--- src/rtl/sm64_pkg.sv ---
// ----------------------------------------------------------------------------
// sm64_pkg
// Shared constants, codes and types for the splitmix64 bounded draw block.
// ----------------------------------------------------------------------------
package sm64_pkg;

    // field widths
    localparam int unsigned WORD_W = 64;
    localparam int unsigned HALF_W = 32;

    // multiplier digit width, bits consumed per cycle
    localparam int unsigned MUL_DIGIT_W = 4;

    // splitmix64 constants
    localparam logic [WORD_W-1:0] GOLDEN_STEP = 64'h9e37_79b9_7f4a_7c15;
    localparam logic [WORD_W-1:0] MIX_MUL_A   = 64'hbf58_476d_1ce4_e5b9;
    localparam logic [WORD_W-1:0] MIX_MUL_B   = 64'h94d0_49bb_1331_11eb;
    localparam int unsigned SHIFT_A = 30;
    localparam int unsigned SHIFT_B = 27;
    localparam int unsigned SHIFT_C = 31;

    // request codes
    typedef enum logic [1:0] {
        ACT_RESTART = 2'd0,
        ACT_DRAW64  = 2'd1,
        ACT_DRAW32  = 2'd2,
        ACT_BOUNDED = 2'd3
    } action_t;

    // result status codes
    localparam logic STATUS_OK        = 1'b0;
    localparam logic STATUS_BAD_LIMIT = 1'b1;

    // configuration register indexes
    localparam logic REG_START_STATE = 1'b0;
    localparam logic REG_START_COUNT = 1'b1;

    // status of a serial arithmetic unit
    typedef struct packed {
        logic busy;
        logic done;
    } unit_stat_t;

endpackage

--- src/rtl/splitmix64_bounded_draw.sv ---
// ----------------------------------------------------------------------------
// splitmix64_bounded_draw
// SplitMix64 generator with draw counter, 64/32-bit draws and unbiased
// bounded draws by rejection, built on serial multiply and remainder units.
// ----------------------------------------------------------------------------
//  channel   dir  handshake                 payload
//  s_axis    in   s_axis_tvalid/tready      tuser: action; tdata: upper_exclusive
//  m_axis    out  m_axis_tvalid/tready      tuser: status; tdata: value, draws_so_far
//  cfg       in   cfg_we                    cfg_index, cfg_data
//
//  restart or zero limit: straight to the result stage (ST_DONE)
//  64/32-bit draw: one generator step, then two serial multiplies (ST_M1, ST_M2)
//  bounded draw: threshold remainder, draw steps until one is kept, final remainder
//  a rejected bounded draw goes back to the generator step
//  one request at a time; a waiting result holds the sequencer and tready low
//  asynchronous reset clears state, counter and start registers
// ----------------------------------------------------------------------------
module splitmix64_bounded_draw #(
    parameter int unsigned MUL_DIGIT_W = sm64_pkg::MUL_DIGIT_W
) (
    input  logic         clk,
    input  logic         rst_n,
    input  logic         s_axis_tvalid,
    output logic         s_axis_tready,
    input  logic [31:0]  s_axis_tdata,   // [31:0] upper_exclusive
    input  logic [1:0]   s_axis_tuser,   // [1:0] action
    output logic         m_axis_tvalid,
    input  logic         m_axis_tready,
    output logic [127:0] m_axis_tdata,   // [63:0] value, [127:64] draws_so_far
    output logic [0:0]   m_axis_tuser,   // [0] status
    input  logic         cfg_we,
    input  logic         cfg_index,
    input  logic [63:0]  cfg_data
);

    typedef enum logic [2:0] {
        ST_IDLE,
        ST_TH,
        ST_DRAW,
        ST_M1,
        ST_M2,
        ST_VREM,
        ST_DONE
    } state_t;

    state_t                        state_reg, state_next;
    logic [63:0]                   gen_reg, gen_next;
    logic [63:0]                   count_reg, count_next;
    logic [63:0]                   start_state_reg, start_state_next;
    logic [63:0]                   start_count_reg, start_count_next;
    logic                          out_valid_reg, out_valid_next;
    sm64_pkg::action_t             action_reg, action_next;
    logic [31:0]                   limit_reg, limit_next;
    logic [31:0]                   thresh_reg, thresh_next;
    logic [63:0]                   value_reg, value_next;
    logic                          status_reg, status_next;
    logic [63:0]                   out_value_reg, out_value_next;
    logic [63:0]                   out_draws_reg, out_draws_next;
    logic                          out_status_reg, out_status_next;

    sm64_pkg::action_t             in_action;
    logic                          s_accept;
    logic                          out_free;
    logic [63:0]                   gen_step;
    logic [63:0]                   mix_a_in;
    logic [63:0]                   mix_b_in;
    logic [63:0]                   fin;
    logic [31:0]                   draw_hi;

    logic                          mul_start;
    logic [63:0]                   mul_a;
    logic [63:0]                   mul_b;
    sm64_pkg::unit_stat_t          mul_stat;
    logic [63:0]                   mul_product;
    logic                          rem_start;
    logic [31:0]                   rem_n;
    logic [31:0]                   rem_d;
    sm64_pkg::unit_stat_t          rem_stat;
    logic [31:0]                   rem_result;

    // input handshake
    assign s_axis_tready = (state_reg == ST_IDLE);
    assign s_accept      = s_axis_tvalid && s_axis_tready;
    assign in_action     = sm64_pkg::action_t'(s_axis_tuser);
    assign out_free      = !out_valid_reg || m_axis_tready;

    // mixing steps around the multiplier
    assign gen_step = gen_reg + sm64_pkg::GOLDEN_STEP;
    assign mix_a_in = gen_step ^ (gen_step >> sm64_pkg::SHIFT_A);
    assign mix_b_in = mul_product ^ (mul_product >> sm64_pkg::SHIFT_B);
    assign fin      = mul_product ^ (mul_product >> sm64_pkg::SHIFT_C);
    assign draw_hi  = fin[63:32];

    // multiplier issue
    assign mul_start = (state_reg == ST_DRAW) || ((state_reg == ST_M1) && mul_stat.done);
    assign mul_a     = (state_reg == ST_DRAW) ? mix_a_in : mix_b_in;
    assign mul_b     = (state_reg == ST_DRAW) ? sm64_pkg::MIX_MUL_A : sm64_pkg::MIX_MUL_B;

    // remainder issue: threshold on accept, final value after a kept draw
    assign rem_start = (s_accept && (in_action == sm64_pkg::ACT_BOUNDED)
                        && (s_axis_tdata != '0))
                    || ((state_reg == ST_M2) && mul_stat.done
                        && (action_reg == sm64_pkg::ACT_BOUNDED)
                        && (draw_hi >= thresh_reg));
    assign rem_n = (state_reg == ST_IDLE) ? (32'd0 - s_axis_tdata) : draw_hi;
    assign rem_d = (state_reg == ST_IDLE) ? s_axis_tdata : limit_reg;

    sm64_mul #(
        .DIGIT_W (MUL_DIGIT_W)
    ) u_mul (
        .clk     (clk),
        .rst_n   (rst_n),
        .start   (mul_start),
        .a       (mul_a),
        .b       (mul_b),
        .stat    (mul_stat),
        .product (mul_product)
    );

    sm64_rem u_rem (
        .clk       (clk),
        .rst_n     (rst_n),
        .start     (rem_start),
        .n         (rem_n),
        .d         (rem_d),
        .stat      (rem_stat),
        .remainder (rem_result)
    );

    // request sequencer
    always_comb
    begin
        state_next       = state_reg;
        gen_next         = gen_reg;
        count_next       = count_reg;
        start_state_next = start_state_reg;
        start_count_next = start_count_reg;
        out_valid_next   = out_valid_reg;
        action_next      = action_reg;
        limit_next       = limit_reg;
        thresh_next      = thresh_reg;
        value_next       = value_reg;
        status_next      = status_reg;
        out_value_next   = out_value_reg;
        out_draws_next   = out_draws_reg;
        out_status_next  = out_status_reg;

        // output transaction taken
        if (out_valid_reg && m_axis_tready)
        begin
            out_valid_next = 1'b0;
        end

        // configuration writes
        if (cfg_we)
        begin
            unique case (cfg_index)
                sm64_pkg::REG_START_STATE: start_state_next = cfg_data;
                sm64_pkg::REG_START_COUNT: start_count_next = cfg_data;
                default:                   start_state_next = start_state_reg;
            endcase
        end

        unique case (state_reg)
            ST_IDLE:
            begin
                if (s_accept)
                begin
                    action_next = in_action;
                    limit_next  = s_axis_tdata;
                    value_next  = '0;
                    status_next = sm64_pkg::STATUS_OK;
                    unique case (in_action) inside
                        sm64_pkg::ACT_RESTART:
                        begin
                            gen_next   = start_state_reg;
                            count_next = start_count_reg;
                            state_next = ST_DONE;
                        end
                        sm64_pkg::ACT_DRAW64, sm64_pkg::ACT_DRAW32:
                        begin
                            state_next = ST_DRAW;
                        end
                        default:
                        begin
                            if (s_axis_tdata == '0)
                            begin
                                status_next = sm64_pkg::STATUS_BAD_LIMIT;
                                state_next  = ST_DONE;
                            end
                            else
                            begin
                                state_next = ST_TH;
                            end
                        end
                    endcase
                end
            end
            ST_TH:
            begin
                if (rem_stat.done)
                begin
                    thresh_next = rem_result;
                    state_next  = ST_DRAW;
                end
            end
            ST_DRAW:
            begin
                gen_next   = gen_step;
                count_next = count_reg + 64'd1;
                state_next = ST_M1;
            end
            ST_M1:
            begin
                if (mul_stat.done)
                begin
                    state_next = ST_M2;
                end
            end
            ST_M2:
            begin
                if (mul_stat.done)
                begin
                    case (action_reg)
                        sm64_pkg::ACT_DRAW64:
                        begin
                            value_next = fin;
                            state_next = ST_DONE;
                        end
                        sm64_pkg::ACT_DRAW32:
                        begin
                            value_next = {32'd0, draw_hi};
                            state_next = ST_DONE;
                        end
                        sm64_pkg::ACT_BOUNDED:
                        begin
                            // rejected draws go round again
                            state_next = (draw_hi < thresh_reg) ? ST_DRAW : ST_VREM;
                        end
                        default:
                        begin
                            state_next = ST_DONE;
                        end
                    endcase
                end
            end
            ST_VREM:
            begin
                if (rem_stat.done)
                begin
                    value_next = {32'd0, rem_result};
                    state_next = ST_DONE;
                end
            end
            ST_DONE:
            begin
                if (out_free)
                begin
                    out_valid_next  = 1'b1;
                    out_value_next  = value_reg;
                    out_status_next = status_reg;
                    out_draws_next  = count_reg;
                    state_next      = ST_IDLE;
                end
            end
            default:
            begin
                state_next = ST_IDLE;
            end
        endcase
    end

    // state and registered outputs
    always_ff @(posedge clk or negedge rst_n)
    begin
        if (!rst_n)
        begin
            state_reg       <= ST_IDLE;
            gen_reg         <= '0;
            count_reg       <= '0;
            start_state_reg <= '0;
            start_count_reg <= '0;
            out_valid_reg   <= 1'b0;
        end
        else
        begin
            state_reg       <= state_next;
            gen_reg         <= gen_next;
            count_reg       <= count_next;
            start_state_reg <= start_state_next;
            start_count_reg <= start_count_next;
            out_valid_reg   <= out_valid_next;
        end
    end

    // request and result payload
    always_ff @(posedge clk)
    begin
        action_reg     <= action_next;
        limit_reg      <= limit_next;
        thresh_reg     <= thresh_next;
        value_reg      <= value_next;
        status_reg     <= status_next;
        out_value_reg  <= out_value_next;
        out_draws_reg  <= out_draws_next;
        out_status_reg <= out_status_next;
    end

    assign m_axis_tvalid = out_valid_reg;
    assign m_axis_tdata  = {out_draws_reg, out_value_reg};
    assign m_axis_tuser  = out_status_reg;

    // the two serial units never run together
    a_units_exclusive: assert property (@(posedge clk) disable iff (!rst_n)
        !(mul_stat.busy && rem_stat.busy))
        else $error("multiplier and remainder unit busy at once");

    // a bad-limit result carries a zero value
    a_error_zero_value: assert property (@(posedge clk) disable iff (!rst_n)
        (m_axis_tvalid && (m_axis_tuser[0] == sm64_pkg::STATUS_BAD_LIMIT))
        |-> (m_axis_tdata[63:0] == 64'd0))
        else $error("error result with nonzero value");

    // the counter moves only while a transaction is in progress
    a_counter_idle: assert property (@(posedge clk) disable iff (!rst_n)
        ((state_reg == ST_IDLE) && !s_accept) |=> $stable(count_reg))
        else $error("draw counter changed while idle");

    // multiplier results arrive only while the sequencer waits for them
    a_mul_done_state: assert property (@(posedge clk) disable iff (!rst_n)
        mul_stat.done |-> ((state_reg == ST_M1) || (state_reg == ST_M2)))
        else $error("multiplier result outside a mixing state");

endmodule

--- src/rtl/sm64_mul.sv ---
// ----------------------------------------------------------------------------
// sm64_mul
// Digit-serial 64x64 multiplier, low 64 bits of the product, one digit per
// cycle; done pulses in the cycle after the last digit.
// ----------------------------------------------------------------------------
module sm64_mul #(
    parameter int unsigned DIGIT_W = sm64_pkg::MUL_DIGIT_W
) (
    input  logic                          clk,
    input  logic                          rst_n,
    input  logic                          start,
    input  logic [sm64_pkg::WORD_W-1:0]   a,
    input  logic [sm64_pkg::WORD_W-1:0]   b,
    output sm64_pkg::unit_stat_t          stat,
    output logic [sm64_pkg::WORD_W-1:0]   product
);

    localparam int unsigned STEPS = sm64_pkg::WORD_W / DIGIT_W;
    localparam int unsigned CNT_W = (STEPS > 1) ? $clog2(STEPS) : 1;
    localparam logic [CNT_W-1:0] LAST_CNT = CNT_W'(STEPS - 1);

    logic                                busy_reg, busy_next;
    logic                                done_reg, done_next;
    logic [CNT_W-1:0]                    cnt_reg, cnt_next;
    logic [sm64_pkg::WORD_W-1:0]         acc_reg, acc_next;
    logic [sm64_pkg::WORD_W-1:0]         a_reg, a_next;
    logic [sm64_pkg::WORD_W-1:0]         b_reg, b_next;
    logic [sm64_pkg::WORD_W-1:0]         partial;

    // one narrow partial product per cycle, low word only
    always_comb
    begin
        partial = '0;
        for (int i = 0; i < DIGIT_W; i++)
        begin
            if (b_reg[i])
                partial = partial + (a_reg << i);
        end
    end

    // shift-and-add step
    always_comb
    begin
        busy_next = busy_reg;
        done_next = 1'b0;
        cnt_next  = cnt_reg;
        acc_next  = acc_reg;
        a_next    = a_reg;
        b_next    = b_reg;
        if (start)
        begin
            busy_next = 1'b1;
            cnt_next  = LAST_CNT;
            acc_next  = '0;
            a_next    = a;
            b_next    = b;
        end
        else if (busy_reg)
        begin
            acc_next = acc_reg + partial;
            a_next   = a_reg << DIGIT_W;
            b_next   = b_reg >> DIGIT_W;
            cnt_next = cnt_reg - 1'b1;
            if (cnt_reg == '0)
            begin
                busy_next = 1'b0;
                done_next = 1'b1;
            end
        end
    end

    // control registers
    always_ff @(posedge clk or negedge rst_n)
    begin
        if (!rst_n)
        begin
            busy_reg <= 1'b0;
            done_reg <= 1'b0;
            cnt_reg  <= '0;
        end
        else
        begin
            busy_reg <= busy_next;
            done_reg <= done_next;
            cnt_reg  <= cnt_next;
        end
    end

    // datapath registers
    always_ff @(posedge clk)
    begin
        acc_reg <= acc_next;
        a_reg   <= a_next;
        b_reg   <= b_next;
    end

    assign stat.busy = busy_reg;
    assign stat.done = done_reg;
    assign product   = acc_reg;

endmodule

--- src/rtl/sm64_rem.sv ---
// ----------------------------------------------------------------------------
// sm64_rem
// Bit-serial restoring remainder unit, 32-bit dividend and nonzero divisor,
// one quotient bit per cycle.
// ----------------------------------------------------------------------------
module sm64_rem (
    input  logic                          clk,
    input  logic                          rst_n,
    input  logic                          start,
    input  logic [sm64_pkg::HALF_W-1:0]   n,
    input  logic [sm64_pkg::HALF_W-1:0]   d,
    output sm64_pkg::unit_stat_t          stat,
    output logic [sm64_pkg::HALF_W-1:0]   remainder
);

    localparam int unsigned CNT_W = $clog2(sm64_pkg::HALF_W);
    localparam logic [CNT_W-1:0] LAST_CNT = CNT_W'(sm64_pkg::HALF_W - 1);

    logic                          busy_reg, busy_next;
    logic                          done_reg, done_next;
    logic [CNT_W-1:0]              cnt_reg, cnt_next;
    logic [sm64_pkg::HALF_W-1:0]   rem_reg, rem_next;
    logic [sm64_pkg::HALF_W-1:0]   n_reg, n_next;
    logic [sm64_pkg::HALF_W-1:0]   d_reg, d_next;
    logic [sm64_pkg::HALF_W:0]     trial;
    logic [sm64_pkg::HALF_W:0]     diff;
    logic                          fits;

    // shift in the next dividend bit and try a subtract
    assign trial = {rem_reg, n_reg[sm64_pkg::HALF_W-1]};
    assign diff  = trial - {1'b0, d_reg};
    assign fits  = (trial >= {1'b0, d_reg});

    always_comb
    begin
        busy_next = busy_reg;
        done_next = 1'b0;
        cnt_next  = cnt_reg;
        rem_next  = rem_reg;
        n_next    = n_reg;
        d_next    = d_reg;
        if (start)
        begin
            busy_next = 1'b1;
            cnt_next  = LAST_CNT;
            rem_next  = '0;
            n_next    = n;
            d_next    = d;
        end
        else if (busy_reg)
        begin
            rem_next = fits ? diff[sm64_pkg::HALF_W-1:0] : trial[sm64_pkg::HALF_W-1:0];
            n_next   = n_reg << 1;
            cnt_next = cnt_reg - 1'b1;
            if (cnt_reg == '0)
            begin
                busy_next = 1'b0;
                done_next = 1'b1;
            end
        end
    end

    // control registers
    always_ff @(posedge clk or negedge rst_n)
    begin
        if (!rst_n)
        begin
            busy_reg <= 1'b0;
            done_reg <= 1'b0;
            cnt_reg  <= '0;
        end
        else
        begin
            busy_reg <= busy_next;
            done_reg <= done_next;
            cnt_reg  <= cnt_next;
        end
    end

    // datapath registers
    always_ff @(posedge clk)
    begin
        rem_reg <= rem_next;
        n_reg   <= n_next;
        d_reg   <= d_next;
    end

    assign stat.busy = busy_reg;
    assign stat.done = done_reg;
    assign remainder = rem_reg;

endmodule

--- config.mk ---
export PLATFORM = sky130hd
export DESIGN_NAME = splitmix64_bounded_draw
export DESIGN_NICKNAME = d
export VERILOG_FILES = /design/src/rtl/sm64_pkg.sv /design/src/rtl/splitmix64_bounded_draw.sv /design/src/rtl/sm64_mul.sv /design/src/rtl/sm64_rem.sv
export SDC_FILE = /design/constraint.sdc
export NUM_CORES = 2
export LEC_CHECK = 0
export CAP_MARGIN = 25
export CORE_MARGIN = 4
export CORE_UTILIZATION = 50
export CTS_CLUSTER_DIAMETER = 120
export CTS_CLUSTER_SIZE = 25
export DETAILED_ROUTE_END_ITERATION = 10
export DONT_BUFFER_PORTS = 1
export GPL_TIMING_DRIVEN = 0
export PLACE_DENSITY = 0.68
export SYNTH_ARGS = -nofsm -noshare
export SYNTH_HDL_FRONTEND = slang
export SYNTH_HIERARCHICAL = 1
export SYNTH_SLANG_ARGS = --single-unit
--- constraint.sdc ---
create_clock -name clk -period 11 [get_ports clk]
set_input_delay 1.65 -clock clk [delete_from_list [all_inputs] [get_ports clk]]
set_output_delay 1.65 -clock clk [all_outputs]
set_load 0.005 [all_outputs]
==> metrics <==
global route overflow 0; die height 343 um; reg2reg path depth 51; yosys warns 6; R2R setup slack 350 ps; Worst Path Arrival 11230 ps; Vias per Instance 6.34; Finished Cell Area 0.0611 mm2; initial antenna violation count 6; Endpoint, Worst Hold out_value_reg[32]$_DFFE_PP_; largest net degree at the start of global routing 274; Final Slew Violations 0; CTS tree done; drt pass-1 iters 6; Die Area 0.118 mm2; Slew @ Worst Pin 1190 ps; Fmax 93.9 MHz; CTS Buf Count 40; Critical Path Start Type register; via count 48000; Critical Path Fanout Max 10; FF/Latch Area 0.0223 mm2; most frequent cells in the layout nand2_1 (610), edfxtp_1 (452), nor2_1 (446); first-pass GRT wire length 291000 um; crit end category register; Leakage 23.9 nW; Cell Pwr Density 85.2 mW/mm2; Synth Area per Inst 9.48 um2; maxcap violations 0; Min-Delay Path Class reg2reg; port buffer count 0; detailed router's first-iteration violation count 5588; Max-slew headroom 21.0%; Final setup viols 0; Final TNS setup 0 ps; Max H-tree Level 2; most frequent CP cell a21oi_2; terminus of the critical flop-to-flop path u_mul/product[63]$_SDFFE_PP0P_; row count 122; worst skew pair latency 670 ps; gp weighted congestion 1.00; Final Critical Period 10650 ps; status completed; # hold bufs at CTS 0; delay of the slowest cell on the worst path 480 ps; clock tree buffer depth 3; Syn Std Cell Area 0.0561 mm2; peak supply drop 0.000134 V; post-DP HPWL 155000 um; Crit Path Class reg2reg; pre-CTS WS -2230 ps; initial core utilization 50.5%; total track usage 32.8%; worst-case clock skew 45.3 ps; antenna-violating nets left 0; Post-Route WL 200000 um; Hold Path Origin value_reg[32]$_DFFE_PP_; CORE AREA 0.111 mm2; Hold Slack 422 ps; Worst-path clk slew 100 ps; setup ws final 352 ps; routed len/inst 26.4 um; hold path cells 0; Multi-input gate area 0.0327 mm2; Final period util 96.8%; number of global-route vias before repair 44800; Post-DP Area 0.0586 mm2; I/O pin cnt 235; root buf cell clkbuf_16; Slowest-stage cell, CP a221o_2; DRC 0; Worst EP required 11590 ps; commonest non-fill, non-tap cell in the layout nand2_1; cell count after synthesis 5912; area growth from synthesis to layout 9.01%; Final Power 5.21 mW; TritonCTS Sinks 821; Fin. Hold Viols 0; r2r startpoint u_mul/b_reg[0]$_DFFE_PP_; nets@finish 6478; fillers 10000; Chip Width 343 um; layout cells sized above 1 12.3%
-- power breakdown --
| part | internal (mW) | switching, mW | total, mW |
|---|---|---|---|
| combinational | 0.0644 | 0.0340 | 0.0984 |
| clock | 0.719 | 1.06 | 1.78 |
| sequential | 3.28 | 0.0446 | 3.33 |
-- worst max path at each step --
stage / start / endpoint / slack (ps) / cells after the start
finish: u_mul/b_reg[0]$_DFFE_PP_ / u_mul/product[63]$_SDFFE_PP0P_ / 350 / 51
global route: u_mul/b_reg[0]$_DFFE_PP_ / u_mul/product[63]$_SDFFE_PP0P_ / -120 / 51
CTS: u_mul/b_reg[0]$_DFFE_PP_ / u_mul/product[63]$_SDFFE_PP0P_ / 40 / 52
detailed placement: u_mul/b_reg[0]$_DFFE_PP_ / u_mul/product[63]$_SDFFE_PP0P_ / -2230 / 53
global placement: u_mul/b_reg[0]$_DFFE_PP_ / u_mul/product[63]$_SDFFE_PP0P_ / -2310 / 52
floorplan: u_mul/b_reg[0]$_DFFE_PP_ / u_mul/product[63]$_SDFFE_PP0P_ / 520 / 52
-- what timing repair did --
action	CTS	global route
setup endpoints to repair	29	21
pin swaps	18	63
resized for setup	64	161
buffers inserted	14	43
-- critical path: cells and delay by family (launching register included) --
family / cells / cell delay, ps
AOI/OAI and AO/OA: 25 / 5380
and+or+nand+nor: 12 / 1880
adders and majority gates: 4 / 1210
buffers and inverters: 6 / 840
xor gates and xnor gates: 3 / 560
DFF: 1 / 390
muxes: 1 / 300
-- through the flow --
stage / util, % / instances
after floorplan: - / 5943
after global placement: 52.3 / 7431
after detailed placement: 52.8 / 7459
after CTS: 54.2 / 7543
after global routing: 55.1 / 7576
final: 55.1 / 7578
-- final cells by class --
class,count,share of cell area [%]
plain buffers,301,2.06
multi-input cells,4601,53.5
repair buffers,87,1.55
well taps,1488,3.05
clock inverters,5,0.160
clock buffers,67,1.82
diodes,2,0.00819
inverters,206,1.28
flip-flops and latches,821,36.5
-- metal layers --
metal / routed length, um / up-vias / share of wire, % / global-route usage, %
met2: 85600 / 2389 / 43 / 49.3
met4: 10700 / 6 / 5.4 / 14.6
li1: - / 21900 / - / -
met3: 19700 / 459 / 9.9 / 6.74
met1: 84100 / 23300 / 42 / 45.9
met5: 31 / - / 0.015 / 0
No activity file was read; power rests on OpenSTA's default activity.
